### config.mk
export PLATFORM = sky130hd
export DESIGN_NAME = spectrum_band_to_pwm_top
export DESIGN_NICKNAME = d
export VERILOG_FILES = /design/src/rtl/sbp_pkg.sv /design/src/rtl/sbp_cfg.sv /design/src/rtl/sbp_front.sv /design/src/rtl/sbp_queue.sv /design/src/rtl/sbp_back.sv /design/src/rtl/spectrum_band_to_pwm_top.sv
export VERILOG_INCLUDE_DIRS = /design/src /design/src/rtl
export SDC_FILE = /design/constraint.sdc
export NUM_CORES = 2
export LEC_CHECK = 0
export ABC_AREA = 0
export BUFFER_PORTS_ARGS = -buffer_cell sky130_fd_sc_hd__buf_2
export CAP_MARGIN = 10
export CORE_MARGIN = 4
export CORE_UTILIZATION = 35
export DETAILED_ROUTE_END_ITERATION = 10
export PLACE_DENSITY = 0.58
export SYNTH_ARGS = -nofsm -noshare
export SYNTH_HDL_FRONTEND = slang
export SYNTH_SLANG_ARGS = --single-unit
### constraint.sdc
create_clock -name aclk -period 10.7 [get_ports aclk]
set_input_delay 2.675 -clock aclk [delete_from_list [all_inputs] [get_ports aclk]]
set_output_delay 2.675 -clock aclk [all_outputs]
set_load 0.05 [all_outputs]
### src/rtl/spectrum_band_to_pwm_top_defines.svh
// Assertion macros for the top-level file, which checks the block's own logic.
`ifndef SPECTRUM_BAND_TO_PWM_TOP_DEFINES_SVH
`define SPECTRUM_BAND_TO_PWM_TOP_DEFINES_SVH

// Same-cycle implication, clocked on aclk, off during reset.
`define SBP_ASSERT_NOW(lbl, ant, cons, msg) \
    lbl: assert property (@(posedge aclk) disable iff (!aresetn) (ant) |-> (cons)) \
        else $error(msg);

// Next-cycle implication, clocked on aclk, off during reset.
`define SBP_ASSERT_NEXT(lbl, ant, cons, msg) \
    lbl: assert property (@(posedge aclk) disable iff (!aresetn) (ant) |=> (cons)) \
        else $error(msg);

`endif

### src/rtl/sbp_pkg.sv
package sbp_pkg;

    localparam int BIN_COUNT_DEF     = 512;
    localparam int SUB_LAST_BIN_DEF  = 2;
    localparam int BASS_LAST_BIN_DEF = 5;
    localparam int MID_LAST_BIN_DEF  = 46;

    localparam int MAG_W      = 18;
    localparam int IDX_W      = 9;
    localparam int SUM_W      = 24;
    localparam int DUTY_W     = 8;
    localparam int ALPHA_W    = 16;
    localparam int ROOT_W     = 12;
    localparam int SQRT_STEPS = 12;
    localparam int QUO_W      = 16;
    localparam int CNT_W      = $clog2(QUO_W);
    localparam int MAP_SPAN   = 500;
    localparam int BANDS      = 3;
    localparam int QUEUE_DEPTH = 2;

    localparam int APB_ADDR_W = 5;
    localparam int APB_DATA_W = 32;

    localparam logic [2:0] REG_MIN_LEVEL      = 3'd0;
    localparam logic [2:0] REG_MAX_LEVEL_SUB  = 3'd1;
    localparam logic [2:0] REG_MAX_LEVEL_BASS = 3'd2;
    localparam logic [2:0] REG_MAX_LEVEL_MID  = 3'd3;
    localparam logic [2:0] REG_SMOOTHING      = 3'd4;
    localparam logic [2:0] REG_GAIN_SUB       = 3'd5;
    localparam logic [2:0] REG_GAIN_BASS      = 3'd6;
    localparam logic [2:0] REG_GAIN_MID       = 3'd7;

    localparam logic [1:0] BAND_SUB  = 2'd0;
    localparam logic [1:0] BAND_BASS = 2'd1;
    localparam logic [1:0] BAND_MID  = 2'd2;

    localparam logic [DUTY_W-1:0]  MIN_LEVEL_RST      = 8'd10;
    localparam logic [DUTY_W-1:0]  MAX_LEVEL_SUB_RST  = 8'd180;
    localparam logic [DUTY_W-1:0]  MAX_LEVEL_BASS_RST = 8'd160;
    localparam logic [DUTY_W-1:0]  MAX_LEVEL_MID_RST  = 8'd160;
    localparam logic [ALPHA_W-1:0] SMOOTHING_RST      = 16'd6554;
    localparam logic [DUTY_W-1:0]  GAIN_SUB_RST       = 8'd32;
    localparam logic [DUTY_W-1:0]  GAIN_BASS_RST      = 8'd26;
    localparam logic [DUTY_W-1:0]  GAIN_MID_RST       = 8'd8;

    typedef logic [BANDS-1:0][SUM_W-1:0] sums_t;

    typedef struct packed {
        logic [DUTY_W-1:0]             min_level;
        logic [BANDS-1:0][DUTY_W-1:0]  max_level;
        logic [ALPHA_W-1:0]            alpha;
        logic [BANDS-1:0][DUTY_W-1:0]  gain;
    } cfg_t;

endpackage

### src/rtl/sbp_cfg.sv
module sbp_cfg (
    input  logic                             aclk,
    input  logic                             aresetn,
    input  logic                             psel,
    input  logic                             penable,
    input  logic                             pwrite,
    input  logic [sbp_pkg::APB_ADDR_W-1:0]   paddr,
    input  logic [sbp_pkg::APB_DATA_W-1:0]   pwdata,
    output logic [sbp_pkg::APB_DATA_W-1:0]   prdata,
    output logic                             pready,
    output sbp_pkg::cfg_t                    cfg
);
    import sbp_pkg::*;

    cfg_t       cfg_reg;
    logic       wr_en;
    logic [2:0] reg_idx;

    assign pready  = 1'b1;
    assign wr_en   = psel && penable && pwrite;
    assign reg_idx = paddr[APB_ADDR_W-1:2];
    assign cfg     = cfg_reg;

    always_ff @(posedge aclk) begin
        if (!aresetn) begin
            cfg_reg.min_level           <= MIN_LEVEL_RST;
            cfg_reg.max_level[BAND_SUB]  <= MAX_LEVEL_SUB_RST;
            cfg_reg.max_level[BAND_BASS] <= MAX_LEVEL_BASS_RST;
            cfg_reg.max_level[BAND_MID]  <= MAX_LEVEL_MID_RST;
            cfg_reg.alpha               <= SMOOTHING_RST;
            cfg_reg.gain[BAND_SUB]       <= GAIN_SUB_RST;
            cfg_reg.gain[BAND_BASS]      <= GAIN_BASS_RST;
            cfg_reg.gain[BAND_MID]       <= GAIN_MID_RST;
        end else if (wr_en) begin
            case (reg_idx)
                REG_MIN_LEVEL:      cfg_reg.min_level           <= pwdata[DUTY_W-1:0];
                REG_MAX_LEVEL_SUB:  cfg_reg.max_level[BAND_SUB]  <= pwdata[DUTY_W-1:0];
                REG_MAX_LEVEL_BASS: cfg_reg.max_level[BAND_BASS] <= pwdata[DUTY_W-1:0];
                REG_MAX_LEVEL_MID:  cfg_reg.max_level[BAND_MID]  <= pwdata[DUTY_W-1:0];
                REG_SMOOTHING:      cfg_reg.alpha               <= pwdata[ALPHA_W-1:0];
                REG_GAIN_SUB:       cfg_reg.gain[BAND_SUB]       <= pwdata[DUTY_W-1:0];
                REG_GAIN_BASS:      cfg_reg.gain[BAND_BASS]      <= pwdata[DUTY_W-1:0];
                REG_GAIN_MID:       cfg_reg.gain[BAND_MID]       <= pwdata[DUTY_W-1:0];
                default: ;
            endcase
        end
    end

    always_comb begin
        case (reg_idx)
            REG_MIN_LEVEL:      prdata = APB_DATA_W'(cfg_reg.min_level);
            REG_MAX_LEVEL_SUB:  prdata = APB_DATA_W'(cfg_reg.max_level[BAND_SUB]);
            REG_MAX_LEVEL_BASS: prdata = APB_DATA_W'(cfg_reg.max_level[BAND_BASS]);
            REG_MAX_LEVEL_MID:  prdata = APB_DATA_W'(cfg_reg.max_level[BAND_MID]);
            REG_SMOOTHING:      prdata = APB_DATA_W'(cfg_reg.alpha);
            REG_GAIN_SUB:       prdata = APB_DATA_W'(cfg_reg.gain[BAND_SUB]);
            REG_GAIN_BASS:      prdata = APB_DATA_W'(cfg_reg.gain[BAND_BASS]);
            REG_GAIN_MID:       prdata = APB_DATA_W'(cfg_reg.gain[BAND_MID]);
            default:            prdata = '0;
        endcase
    end

endmodule

### src/rtl/sbp_front.sv
module sbp_front #(
    parameter int BIN_COUNT     = sbp_pkg::BIN_COUNT_DEF,
    parameter int SUB_LAST_BIN  = sbp_pkg::SUB_LAST_BIN_DEF,
    parameter int BASS_LAST_BIN = sbp_pkg::BASS_LAST_BIN_DEF,
    parameter int MID_LAST_BIN  = sbp_pkg::MID_LAST_BIN_DEF
) (
    input  logic                        aclk,
    input  logic                        aresetn,
    input  logic                        s_valid,
    output logic                        s_ready,
    input  logic [sbp_pkg::MAG_W-1:0]   s_magnitude,
    input  logic [sbp_pkg::IDX_W-1:0]   s_bin_index,
    output logic                        q_push,
    output sbp_pkg::sums_t              q_sums,
    input  logic                        q_full
);
    import sbp_pkg::*;

    sums_t            sums_reg;
    sums_t            sums_next;
    logic             accept;
    logic             last_bin;
    logic             in_band;
    logic [1:0]       band;
    logic [SUM_W-1:0] base;
    logic [SUM_W:0]   add_sum;

    assign s_ready  = !q_full;
    assign accept   = s_valid && s_ready;
    assign last_bin = (32'(s_bin_index) == 32'(BIN_COUNT - 1));

    always_comb begin
        band    = BAND_MID;
        in_band = 1'b1;
        if (32'(s_bin_index) <= 32'(SUB_LAST_BIN)) begin
            band = BAND_SUB;
        end else if (32'(s_bin_index) <= 32'(BASS_LAST_BIN)) begin
            band = BAND_BASS;
        end else if (32'(s_bin_index) <= 32'(MID_LAST_BIN)) begin
            band = BAND_MID;
        end else begin
            in_band = 1'b0;
        end

        sums_next = sums_reg;
        if (s_bin_index == '0) begin
            sums_next = '0;
        end
        base    = sums_next[band];
        add_sum = {1'b0, base} + (SUM_W + 1)'(s_magnitude);
        if (in_band) begin
            sums_next[band] = add_sum[SUM_W] ? '1 : add_sum[SUM_W-1:0];
        end
    end

    always_ff @(posedge aclk) begin
        if (!aresetn) begin
            sums_reg <= '0;
        end else if (accept) begin
            sums_reg <= sums_next;
        end
    end

    assign q_push = accept && last_bin;
    assign q_sums = sums_next;

endmodule

### src/rtl/sbp_queue.sv
module sbp_queue (
    input  logic           aclk,
    input  logic           aresetn,
    input  logic           q_push,
    input  sbp_pkg::sums_t q_wr_sums,
    output logic           q_full,
    output logic           q_valid,
    input  logic           q_pop,
    output sbp_pkg::sums_t q_rd_sums
);
    import sbp_pkg::*;

    localparam int PTR_W = (QUEUE_DEPTH > 1) ? $clog2(QUEUE_DEPTH) : 1;
    localparam int CNT_W_Q = $clog2(QUEUE_DEPTH + 1);

    sums_t              mem_reg [QUEUE_DEPTH];
    logic [PTR_W-1:0]   wr_ptr_reg;
    logic [PTR_W-1:0]   rd_ptr_reg;
    logic [CNT_W_Q-1:0] count_reg;

    assign q_full    = (count_reg == CNT_W_Q'(QUEUE_DEPTH));
    assign q_valid   = (count_reg != '0);
    assign q_rd_sums = mem_reg[rd_ptr_reg];

    always_ff @(posedge aclk) begin
        if (q_push) begin
            mem_reg[wr_ptr_reg] <= q_wr_sums;
        end
    end

    always_ff @(posedge aclk) begin
        if (!aresetn) begin
            wr_ptr_reg <= '0;
            rd_ptr_reg <= '0;
            count_reg  <= '0;
        end else begin
            if (q_push) begin
                wr_ptr_reg <= (wr_ptr_reg == PTR_W'(QUEUE_DEPTH - 1)) ? '0 : wr_ptr_reg + 1'b1;
            end
            if (q_pop) begin
                rd_ptr_reg <= (rd_ptr_reg == PTR_W'(QUEUE_DEPTH - 1)) ? '0 : rd_ptr_reg + 1'b1;
            end
            if (q_push && !q_pop) begin
                count_reg <= count_reg + 1'b1;
            end else if (q_pop && !q_push) begin
                count_reg <= count_reg - 1'b1;
            end
        end
    end

endmodule

### src/rtl/sbp_back.sv
module sbp_back (
    input  logic                         aclk,
    input  logic                         aresetn,
    input  sbp_pkg::cfg_t                cfg,
    input  logic                         q_valid,
    input  sbp_pkg::sums_t               q_sums,
    output logic                         q_pop,
    output logic                         m_valid,
    input  logic                         m_ready,
    output logic [sbp_pkg::DUTY_W-1:0]   m_duty_sub,
    output logic [sbp_pkg::DUTY_W-1:0]   m_duty_bass,
    output logic [sbp_pkg::DUTY_W-1:0]   m_duty_mid,
    output logic [sbp_pkg::DUTY_W-1:0]   m_duty_fourth
);
    import sbp_pkg::*;

    localparam logic [3:0] ST_IDLE  = 4'd0;
    localparam logic [3:0] ST_LOAD  = 4'd1;
    localparam logic [3:0] ST_SQRT  = 4'd2;
    localparam logic [3:0] ST_GAIN  = 4'd3;
    localparam logic [3:0] ST_SPAN  = 4'd4;
    localparam logic [3:0] ST_DIV   = 4'd5;
    localparam logic [3:0] ST_CLAMP = 4'd6;
    localparam logic [3:0] ST_SMUL  = 4'd7;
    localparam logic [3:0] ST_SADD  = 4'd8;
    localparam logic [3:0] ST_OUT   = 4'd9;

    localparam int GPROD_W    = ROOT_W + DUTY_W;
    localparam int X_W        = GPROD_W - 4;
    localparam int PROD_W     = X_W + DUTY_W;
    localparam int MVAL_W     = QUO_W + 2;
    localparam int MULA_W     = ALPHA_W + DUTY_W;
    localparam int INV_W      = ALPHA_W + 1;
    localparam int MULB_W     = INV_W + SUM_W;
    localparam int RCP_SHIFT  = PROD_W + $clog2(MAP_SPAN);
    localparam int RCP_W      = RCP_SHIFT - $clog2(MAP_SPAN) + 1;
    localparam int RCP_PROD_W = PROD_W + RCP_W;
    localparam logic [SUM_W-1:0]  SQRT_START = SUM_W'(1) << (SUM_W - 2);
    localparam logic [RCP_W-1:0]  RCP_MUL    =
        RCP_W'(((64'd1 << RCP_SHIFT) + 64'(MAP_SPAN) - 64'd1) / 64'(MAP_SPAN));
    localparam logic [INV_W-1:0]  ALPHA_ONE  = INV_W'(1) << ALPHA_W;

    logic [3:0]          state_reg;
    logic [1:0]          band_reg;
    sums_t               sums_reg;
    logic [CNT_W-1:0]    cnt_reg;
    logic [SUM_W-1:0]    v_reg;
    logic [SUM_W-1:0]    root_reg;
    logic [SUM_W-1:0]    bit_reg;
    logic [X_W-1:0]      x_reg;
    logic                neg_reg;
    logic [PROD_W-1:0]   rem_reg;
    logic [QUO_W-1:0]    quo_reg;
    logic [DUTY_W-1:0]   p_reg;
    logic [MULA_W-1:0]   mula_reg;
    logic [MULB_W-1:0]   mulb_reg;
    logic [SUM_W-1:0]    smooth_reg [BANDS];
    logic [DUTY_W-1:0]   duty_reg [BANDS];
    logic                m_valid_reg;
    logic [DUTY_W-1:0]   m_duty_reg [BANDS];

    logic [SUM_W-1:0]         trial;
    logic                     sq_ge;
    logic [GPROD_W-1:0]       gprod;
    logic signed [DUTY_W:0]   diff;
    logic [DUTY_W:0]          diff_abs;
    logic [RCP_PROD_W-1:0]    rcp_prod;
    logic signed [MVAL_W-1:0] lo_s;
    logic signed [MVAL_W-1:0] hi_s;
    logic signed [MVAL_W-1:0] q_s;
    logic signed [MVAL_W-1:0] mval;
    logic [DUTY_W-1:0]        p_next;
    logic [INV_W-1:0]         inv_alpha;
    logic [SUM_W+1:0]         s_sum;
    logic                     out_free;

    always_comb begin
        trial     = root_reg + bit_reg;
        sq_ge     = (v_reg >= trial);
        gprod     = root_reg[ROOT_W-1:0] * cfg.gain[band_reg];
        diff      = $signed({1'b0, cfg.max_level[band_reg]}) - $signed({1'b0, cfg.min_level});
        diff_abs  = diff[DUTY_W] ? (~diff + 1'b1) : diff;
        rcp_prod  = RCP_PROD_W'(rem_reg) * RCP_PROD_W'(RCP_MUL);
        lo_s      = $signed(MVAL_W'(cfg.min_level));
        hi_s      = $signed(MVAL_W'(cfg.max_level[band_reg]));
        q_s       = $signed(MVAL_W'(quo_reg));
        mval      = neg_reg ? (lo_s - q_s) : (lo_s + q_s);
        if (mval < lo_s) begin
            p_next = cfg.min_level;
        end else if (mval > hi_s) begin
            p_next = cfg.max_level[band_reg];
        end else begin
            p_next = mval[DUTY_W-1:0];
        end
        inv_alpha = ALPHA_ONE - INV_W'(cfg.alpha);
        s_sum     = (SUM_W + 2)'(mula_reg) + (SUM_W + 2)'(mulb_reg[MULB_W-1:ALPHA_W]);
        out_free  = !m_valid_reg || m_ready;
    end

    assign q_pop = (state_reg == ST_IDLE) && q_valid;

    always_ff @(posedge aclk) begin
        if (!aresetn) begin
            state_reg <= ST_IDLE;
            band_reg  <= BAND_SUB;
            for (int i = 0; i < BANDS; i++) begin
                smooth_reg[i] <= '0;
            end
        end else begin
            case (state_reg)
                ST_IDLE: begin
                    if (q_valid) begin
                        sums_reg  <= q_sums;
                        band_reg  <= BAND_SUB;
                        state_reg <= ST_LOAD;
                    end
                end
                ST_LOAD: begin
                    v_reg     <= sums_reg[band_reg];
                    root_reg  <= '0;
                    bit_reg   <= SQRT_START;
                    cnt_reg   <= CNT_W'(SQRT_STEPS - 1);
                    state_reg <= ST_SQRT;
                end
                ST_SQRT: begin
                    if (sq_ge) begin
                        v_reg    <= v_reg - trial;
                        root_reg <= (root_reg >> 1) + bit_reg;
                    end else begin
                        root_reg <= root_reg >> 1;
                    end
                    bit_reg <= bit_reg >> 2;
                    cnt_reg <= cnt_reg - 1'b1;
                    if (cnt_reg == '0) begin
                        state_reg <= ST_GAIN;
                    end
                end
                ST_GAIN: begin
                    x_reg     <= gprod[GPROD_W-1:4];
                    state_reg <= ST_SPAN;
                end
                ST_SPAN: begin
                    rem_reg   <= x_reg * diff_abs[DUTY_W-1:0];
                    neg_reg   <= diff[DUTY_W];
                    state_reg <= ST_DIV;
                end
                ST_DIV: begin
                    quo_reg   <= rcp_prod[RCP_SHIFT +: QUO_W];
                    state_reg <= ST_CLAMP;
                end
                ST_CLAMP: begin
                    p_reg     <= p_next;
                    state_reg <= ST_SMUL;
                end
                ST_SMUL: begin
                    mula_reg  <= cfg.alpha * p_reg;
                    mulb_reg  <= inv_alpha * smooth_reg[band_reg];
                    state_reg <= ST_SADD;
                end
                ST_SADD: begin
                    smooth_reg[band_reg] <= s_sum[SUM_W-1:0];
                    duty_reg[band_reg]   <= s_sum[SUM_W-1:SUM_W-DUTY_W];
                    if (band_reg == BAND_MID) begin
                        state_reg <= ST_OUT;
                    end else begin
                        band_reg  <= band_reg + 1'b1;
                        state_reg <= ST_LOAD;
                    end
                end
                ST_OUT: begin
                    if (out_free) begin
                        state_reg <= ST_IDLE;
                    end
                end
                default: state_reg <= ST_IDLE;
            endcase
        end
    end

    always_ff @(posedge aclk) begin
        if (!aresetn) begin
            m_valid_reg <= 1'b0;
        end else if (state_reg == ST_OUT && out_free) begin
            m_valid_reg <= 1'b1;
        end else if (m_ready) begin
            m_valid_reg <= 1'b0;
        end
    end

    always_ff @(posedge aclk) begin
        if (state_reg == ST_OUT && out_free) begin
            for (int i = 0; i < BANDS; i++) begin
                m_duty_reg[i] <= duty_reg[i];
            end
        end
    end

    assign m_valid       = m_valid_reg;
    assign m_duty_sub    = m_duty_reg[BAND_SUB];
    assign m_duty_bass   = m_duty_reg[BAND_BASS];
    assign m_duty_mid    = m_duty_reg[BAND_MID];
    assign m_duty_fourth = m_duty_reg[BAND_MID];

endmodule

### src/rtl/spectrum_band_to_pwm_top.sv
// Band-level PWM duty generator fed by a stream of spectral magnitude bins.
// Input channel (s_valid/s_ready): one bin per item, s_magnitude in Q10.8 and
// s_bin_index. Bin 0 clears the band sums; the last bin of a frame closes it.
// Result channel (m_valid/m_ready): one item per frame with four 8-bit duties,
// the fourth a copy of the mid band.
// Configuration: APB-style port, registers at byte addresses 0 to 28, pready
// tied high; write only while no frame is in flight.
// Throughput: one bin per cycle while s_ready is high. The closing bin hands
// its sums to a two-entry queue; a sequencer then finishes the three bands
// one after another through a shared 12-step square root, a gain multiply,
// a reciprocal multiply for the division by 500 and the smoothing multiply.
// Frames may close while the sequencer still works on an earlier one;
// s_ready drops while the queue holds two unfinished frames.
// A stalled receiver holds the result register; the sequencer waits behind it.
// Reset (aresetn low, synchronous) clears sums, smoothed duties, the queue
// and loads the register defaults.
`include "spectrum_band_to_pwm_top_defines.svh"

module spectrum_band_to_pwm_top #(
    parameter int BIN_COUNT     = sbp_pkg::BIN_COUNT_DEF,
    parameter int SUB_LAST_BIN  = sbp_pkg::SUB_LAST_BIN_DEF,
    parameter int BASS_LAST_BIN = sbp_pkg::BASS_LAST_BIN_DEF,
    parameter int MID_LAST_BIN  = sbp_pkg::MID_LAST_BIN_DEF
) (
    input  logic                             aclk,
    input  logic                             aresetn,
    input  logic                             s_valid,
    output logic                             s_ready,
    input  logic [sbp_pkg::MAG_W-1:0]        s_magnitude,
    input  logic [sbp_pkg::IDX_W-1:0]        s_bin_index,
    output logic                             m_valid,
    input  logic                             m_ready,
    output logic [sbp_pkg::DUTY_W-1:0]       m_duty_sub,
    output logic [sbp_pkg::DUTY_W-1:0]       m_duty_bass,
    output logic [sbp_pkg::DUTY_W-1:0]       m_duty_mid,
    output logic [sbp_pkg::DUTY_W-1:0]       m_duty_fourth,
    input  logic                             psel,
    input  logic                             penable,
    input  logic                             pwrite,
    input  logic [sbp_pkg::APB_ADDR_W-1:0]   paddr,
    input  logic [sbp_pkg::APB_DATA_W-1:0]   pwdata,
    output logic [sbp_pkg::APB_DATA_W-1:0]   prdata,
    output logic                             pready
);
    import sbp_pkg::*;

    cfg_t  cfg;
    logic  q_push;
    logic  q_full;
    logic  q_valid;
    logic  q_pop;
    sums_t q_wr_sums;
    sums_t q_rd_sums;

    sbp_cfg u_cfg (
        .aclk    (aclk),
        .aresetn (aresetn),
        .psel    (psel),
        .penable (penable),
        .pwrite  (pwrite),
        .paddr   (paddr),
        .pwdata  (pwdata),
        .prdata  (prdata),
        .pready  (pready),
        .cfg     (cfg)
    );

    sbp_front #(
        .BIN_COUNT     (BIN_COUNT),
        .SUB_LAST_BIN  (SUB_LAST_BIN),
        .BASS_LAST_BIN (BASS_LAST_BIN),
        .MID_LAST_BIN  (MID_LAST_BIN)
    ) u_front (
        .aclk        (aclk),
        .aresetn     (aresetn),
        .s_valid     (s_valid),
        .s_ready     (s_ready),
        .s_magnitude (s_magnitude),
        .s_bin_index (s_bin_index),
        .q_push      (q_push),
        .q_sums      (q_wr_sums),
        .q_full      (q_full)
    );

    sbp_queue u_queue (
        .aclk      (aclk),
        .aresetn   (aresetn),
        .q_push    (q_push),
        .q_wr_sums (q_wr_sums),
        .q_full    (q_full),
        .q_valid   (q_valid),
        .q_pop     (q_pop),
        .q_rd_sums (q_rd_sums)
    );

    sbp_back u_back (
        .aclk          (aclk),
        .aresetn       (aresetn),
        .cfg           (cfg),
        .q_valid       (q_valid),
        .q_sums        (q_rd_sums),
        .q_pop         (q_pop),
        .m_valid       (m_valid),
        .m_ready       (m_ready),
        .m_duty_sub    (m_duty_sub),
        .m_duty_bass   (m_duty_bass),
        .m_duty_mid    (m_duty_mid),
        .m_duty_fourth (m_duty_fourth)
    );

    `SBP_ASSERT_NOW(a_push_not_full, q_push, !q_full, "frame pushed into a full queue")
    `SBP_ASSERT_NOW(a_pop_has_entry, q_pop, q_valid, "frame popped from an empty queue")
    `SBP_ASSERT_NEXT(a_push_visible, q_push, q_valid, "pushed frame not visible to back end")
    `SBP_ASSERT_NOW(a_fourth_mid, m_valid, m_duty_fourth == m_duty_mid, "fourth duty differs")

endmodule

* Word level (Yosys, flattened, before mapping)
Memory sizes are Yosys's and may differ from the RTL's. A register that Yosys moved wholly into a read port is not among the register bits.
Index checks and enable logic that the tools add are counted.
** Storage, ports and cells
- Flip-flop bits (word level) :: 360
- Latch bits :: 0
- Bits in writable memories :: 264
- Memory bits (read-only) :: 0
- Output and inout port bits :: 67
- Memories :: 4
** Operators by class
- Add/sub/neg operators :: 16
- Multipliers :: 5
- Div/mod/pow operators :: 0
- Magnitude comparators :: 9
- Eq/ne operators :: 24
- Shift-type cells :: 0
- Muxes and demuxes :: 57
- Bitwise logic cells :: 1
- Reductions and logical operators :: 42
** Memories
- u_queue.mem_reg :: words 2, width 72, rd ports 1, clocked after Yosys merged registers in 1, write ports 1, RTL line sbp_queue.sv:16 : sums_t mem_reg [QUEUE_DEPTH];
- u_back.smooth_reg :: words 3, width 24, rd ports 1, clocked after Yosys merged registers in 1, write ports 3, RTL line sbp_back.sv:57 : logic [SUM_W-1:0] smooth_reg [BANDS];
- u_back.duty_reg :: words 3, width 8, rd ports 3, clocked after Yosys merged registers in 0, write ports 1, RTL line sbp_back.sv:58 : logic [DUTY_W-1:0] duty_reg [BANDS];
- u_back.m_duty_reg :: words 3, width 8, rd ports 3, clocked after Yosys merged registers in 0, write ports 3, RTL line sbp_back.sv:60 : logic [DUTY_W-1:0] m_duty_reg [BANDS];
** Operators by type and width (number)
- one-hot mux 32 bit (8 select lines) :: 1
- two-way mux 24 bit :: 7
- two-way mux 72 bit :: 2
- one-hot mux 24 bit (2 select lines) :: 3
- binary-select mux 24 bit (select 2 bit) :: 2
- bitwise mux 72 bit :: 1
- adder 24 bit :: 2
- demux 24 bit (select 2 bit) :: 1
- multiplier 16 x 8 -> 24 bit :: 2
- multiplier 24 x 24 -> 48 bit (second input constant) :: 1
- multiplier 17 x 24 -> 40 bit :: 1
- two-way mux 8 bit :: 5
- one-hot mux 4 bit (10 select lines) :: 1
- binary-select mux 8 bit (select 2 bit) :: 2
- AND reduction 2 bit :: 14
- adder 24 x 18 -> 25 bit :: 1
- adder 23 x 24 -> 24 bit :: 1
- >= comparator 24 bit :: 1
- OR reduction 24 bit :: 1
- subtractor 24 bit :: 1
- multiplier 12 x 8 -> 20 bit :: 1
- > comparator 18 x 9 -> 1 bit :: 1
- < comparator 18 x 9 -> 1 bit :: 1
- two-way mux 18 bit :: 1
- other kinds (39) :: 100

* Longest topological paths before layout
- Depth after elaboration :: 9
- Depth in mapped cells :: 36
- Gate-level depth less buffers :: 34

* By module
A second synthesis with hierarchy kept.
** Unflattened totals
- Cell total of the unflattened synthesis :: 6569
- Area total of the unflattened synthesis :: 66122.2 um^2
** By module, submodules not included
- sbp_back :: times used 1, cells an instance 5213, area each 52375.2 um^2
- sbp_queue :: times used 1, cells an instance 246, area each 5442.7 um^2
- sbp_front :: times used 1, cells an instance 697, area each 4813.4 um^2
- sbp_cfg :: times used 1, cells an instance 413, area each 3490.8 um^2

* Least setup slack after synthesis
OpenSTA, ideal clock, no wires.
- Path type :: reg-to-reg
- Start :: reg u_back.band_reg[0]
- End :: reg u_back.rem_reg[22] (data pin)
- Arrival time :: 7.919 ns
- Required time :: 10.442 ns
- Slack :: 2.524 ns
- Stages on the path, launching flop included :: 35
- Path buffers :: 4
- Period minus slack after synthesis :: 8.176 ns
- Path through :: dfxtp_1 -> buf_2 -> buf_1 -> buf_1 -> mux2i_1 -> nor2_1 -> a21oi_1 -> inv_1 -> fa_1 -> a21o_1 -> a21oi_1 -> o21bai_1 -> a21oi_1 -> o21bai_1 -> a21o_1 -> inv_1 -> o41ai_1 -> xor2_1 -> clkbuf_1 -> nand2b_1 -> fa_1 -> fa_1 -> fa_1 -> inv_1 -> fa_1 -> ha_1 -> nand2_1 -> o21ai_0 -> o41ai_2 -> o21ai_1 -> o41a_1 -> a211oi_1 -> o21bai_1 -> a21oi_1 -> xnor2_1
** On the way
- Elaborated cells on any way between the ends :: 7
** RTL lines
- from (decl) :: RTL line sbp_back.sv:44 : logic [1:0] band_reg;
- from (signal assigned) :: RTL line sbp_back.sv:166 : band_reg <= band_reg + 1'b1;
- binary-select mux 8 bit (select 2 bit) :: RTL line sbp_back.sv:81 : diff = $signed({1'b0, cfg.max_level[band_reg]}) - $signed({1'b0, cfg.min_level});
- two-way mux 8 bit (not written as such) :: RTL line sbp_back.sv:81
- subtractor 8 x 8 -> 9 bit :: RTL line sbp_back.sv:81
- named net u_back.diff[8] :: RTL line sbp_back.sv:65 : logic signed [DUTY_W:0] diff;
- two-way mux 8 bit :: RTL line sbp_back.sv:82 : diff_abs = diff[DUTY_W] ? (~diff + 1'b1) : diff;
- multiplier 16 x 8 -> 24 bit :: RTL line sbp_back.sv:143 : rem_reg <= x_reg * diff_abs[DUTY_W-1:0];
- to (signal assigned) :: RTL line sbp_back.sv:143
- to (decl) :: RTL line sbp_back.sv:52 : logic [PROD_W-1:0] rem_reg;
The timed path passes the listed nets, and every way through them passes these cells. The select of a mux whose other input is x is not followed.
A chain may end at the register's enable or synchronous reset.

* Worst setup path after layout
- Start :: reg u_cfg.cfg_reg, in the netlist u_cfg.cfg[27]
- End :: reg u_back.mulb_reg[39] (data pin)
** On the way
- Word-level cells in the longest chain between the ends :: 2
** RTL lines
- from (decl) :: RTL line sbp_cfg.sv:15 : cfg_t cfg_reg;
- subtractor 17 x 16 -> 17 bit :: RTL line sbp_back.sv:95 : inv_alpha = ALPHA_ONE - INV_W'(cfg.alpha);
- multiplier 17 x 24 -> 40 bit :: RTL line sbp_back.sv:157 : mulb_reg <= inv_alpha * smooth_reg[band_reg];
- to (signal assigned) :: RTL line sbp_back.sv:157
- to (decl) :: RTL line sbp_back.sv:56 : logic [MULB_W-1:0] mulb_reg;
Every way passes these cells.

==> results_dict.tcl <==
set metrics [dict create \
    outcome "finished clean" \
    drv_cap 0 \
    synth_edf_count 537 \
    r2r_cells 29 \
    cts_tree "yes" \
    worst-r2r-setup-slack_ns 1.69 \
    r2r_start "u_cfg.cfg[27]" \
    final_core_util_pct 38.5 \
    grt_pass1_vias 47000 \
    root_buffer "clkbuf_16" \
    crit_required_ns 11.13 \
    cp_slowest_cell "fa_1" \
    path_common_cell "fa_1" \
    fin_crit_sh_pct 84.2 \
    clock_skew_ns 0.0455 \
    p_total_mw 18.2 \
    rsz0062_at_grt "false" \
    largest_register_ffs 144 \
    hold_viol_final 0 \
    period_needed_ns 9.01 \
    yosysMostFrequentCell "inv_1" \
    crit_arrival_ns 9.44 \
    io_pins 138 \
    post-cts-setup-buffers 0 \
    routedWlPerCell_um 17.4 \
    grt_max_degree 73 \
    drc 0 \
    leakagePower_nw 31.0 \
    multiInputGateArea_mm2 0.0414 \
    synth_cell_type_count 97 \
    numPortBuffers 102 \
    drtPass1Iterations 6 \
    via_count 45000 \
    synth_top_area_cell "edfxtp_1" \
    fillers 18400 \
    dp_cells 8880 \
    place_congestion 0.841 \
    synth_cells 6482 \
    antenna_found_initial 11 \
    r2r_end "u_back.mulb_reg[39]" \
    initial_utilization_pct 35.2 \
    cp_slowest_stage_delay_ns 0.57 \
    post_cts_resized 0 \
    ant_nets 0 \
    critPathLaunchType "flop" \
    synth_area_mm2 0.0655 \
    final_layout_size_suffix_gt1_share_pct 8.26 \
    syn_avg_cell_area_um2 10.1 \
    cts_made_buffers 81 \
    clk_latency_ns 0.68 \
    worst_slew_pin_slew_ns 1.18 \
    clockBufferDepth 3 \
    h-tree-depth 3 \
    ir_drop_mv 0.398 \
    ys.flop_type "edfxtp_1" \
    async_flop_share_pct 0 \
    rows 158 \
    setup_viol 0 \
    slew_headroom_pct 21.5 \
    crit_fanout 24 \
    ys_warn_count 0 \
    grt_pass1_wl_um 255000 \
    hold_path_class "reg -> reg" \
    pwr_density_cell_mw_per_mm2 255 \
    setup_tns_ns 0 \
    syn_to_final_growth_pct 9.22 \
    drt-total-wl_um 157000 \
    hold_path_end "u_back.m_duty_reg[0][7]" \
    grt_usage_pct 16.4 \
    ys_seq_elements 694 \
    die_h_um 441 \
    crit_type "reg -> reg" \
    die_w_um 441 \
    drt_iter0_markers 2700 \
    fin_cells 9038 \
    hpwlAfterDp_um 116000 \
    nets 7917 \
    maxSlewViolCount 0 \
    clk_pin_slew_worst_paths_ns 0.06 \
    die_area_mm2 0.194 \
    fmax_mhz 111 \
    synth_commonest_cells "inv_1, nand2_1, fa_1" \
    grt_overflow 0 \
    whs_path_depth 0 \
    cts_hold_buf 0 \
    synthTopCellsByArea "edfxtp_1, fa_1, ha_1" \
    min_from "u_back.duty_reg[0][7]" \
    yosysSeqAreaShare_pct 29.4 \
    coreArea_mm2 0.186 \
    seq_area_mm2 0.0193 \
    clkSinkCount 694 \
    critPathCaptureType "flop" \
    via_per_inst 4.98 \
    synth_top_area_share_pct 24.6 \
]
[placed cells by master, fill, tap and decap left out, types with 54 or more instances in the layout]
master and instances:
a21o_1 76, a21oi_1 216, and2_1 264, buf_2 102
buf_4 70, clkbuf_16 82, dfxtp_1 154, edfxtp_1 537
fa_1 735, ha_1 627, inv_1 1043, mux2_2 102
mux2i_1 59, nand2_1 762, nand2b_1 54, nand3_1 94
nor2_1 358, nor2b_1 104, nor3_1 54, o21ai_0 153
o21ai_1 62, xnor2_1 134, xor2_1 75
[layer usage]
metal | GRT usage, % | routed length [µm] | vias to the layer above
met5 | 0 | 0 | -
met4 | 4.83 | 3910 | 0
met3 | 1.70 | 5950 | 199
met2 | 28.9 | 78200 | 847
met1 | 21.2 | 69000 | 22700
li1 | - | - | 21300
[power by group]
group / switching (mW) / internal, mW
registers: 0.151 / 3.57
clock network: 1.18 / 1.62
logic: 6.70 / 5.01
[cell type report]
type	instances	share of cell area [%]
clock inverter	49	0.691
antenna	5	0.0175
clock buffer	103	3.08
inverter	1045	5.48
sequential	694	26.9
multi-input combinational	4489	58.0
timing repair buffer	173	1.49
tap	2480	4.34
[logic make-up (layout without fill, tap and decap cells)]
family,count (synthesis),in the layout,share of synthesized area (%)
buffers and inverters,1314,1370,7.73
multiplexers,188,188,3.58
flip-flops,694,694,29.4
other,2,22,0.0115
AO/OA/AOI/OAI,845,845,8.47
AND/OR/NAND/NOR,1853,1853,13.3
adder cells (fa/ha/maj),1362,1362,34.5
XOR/XNOR,224,224,3.00
[critical path: cells and delay by family, from the launching register on]
family	cells	cell delay (ns)
buf+inv	4	0.47
simple gates	8	2.13
xor+xnor	2	0.30
fa+ha+maj	7	3.36
compound gates	8	1.94
flops	1	0.51
[metrics by stage]
step	cell area (µm²)	setup slack (ns)	hold slack (ns)
after floorplan	65500	2.52	0.400
after global placement	68800	1.73	0.403
after detailed placement	68800	1.73	0.405
after CTS	71500	1.68	0.419
after global routing	71500	1.27	0.422
final	71500	1.69	0.417
[worst max-delay path by stage]
stage,start,slack (ns),endpoint
floorplan,u_back.band_reg[0],2.52,u_back.rem_reg[22]
global placement,u_cfg.cfg[26],1.73,u_back.mulb_reg[39]
detailed placement,u_cfg.cfg[26],1.73,u_back.mulb_reg[39]
finish,u_cfg.cfg[27],1.69,u_back.mulb_reg[39]
global route,u_cfg.cfg[27],1.27,u_back.mulb_reg[39]
CTS,u_cfg.cfg[27],1.68,u_back.mulb_reg[39]
No activity file was read; power rests on OpenSTA's default activity.
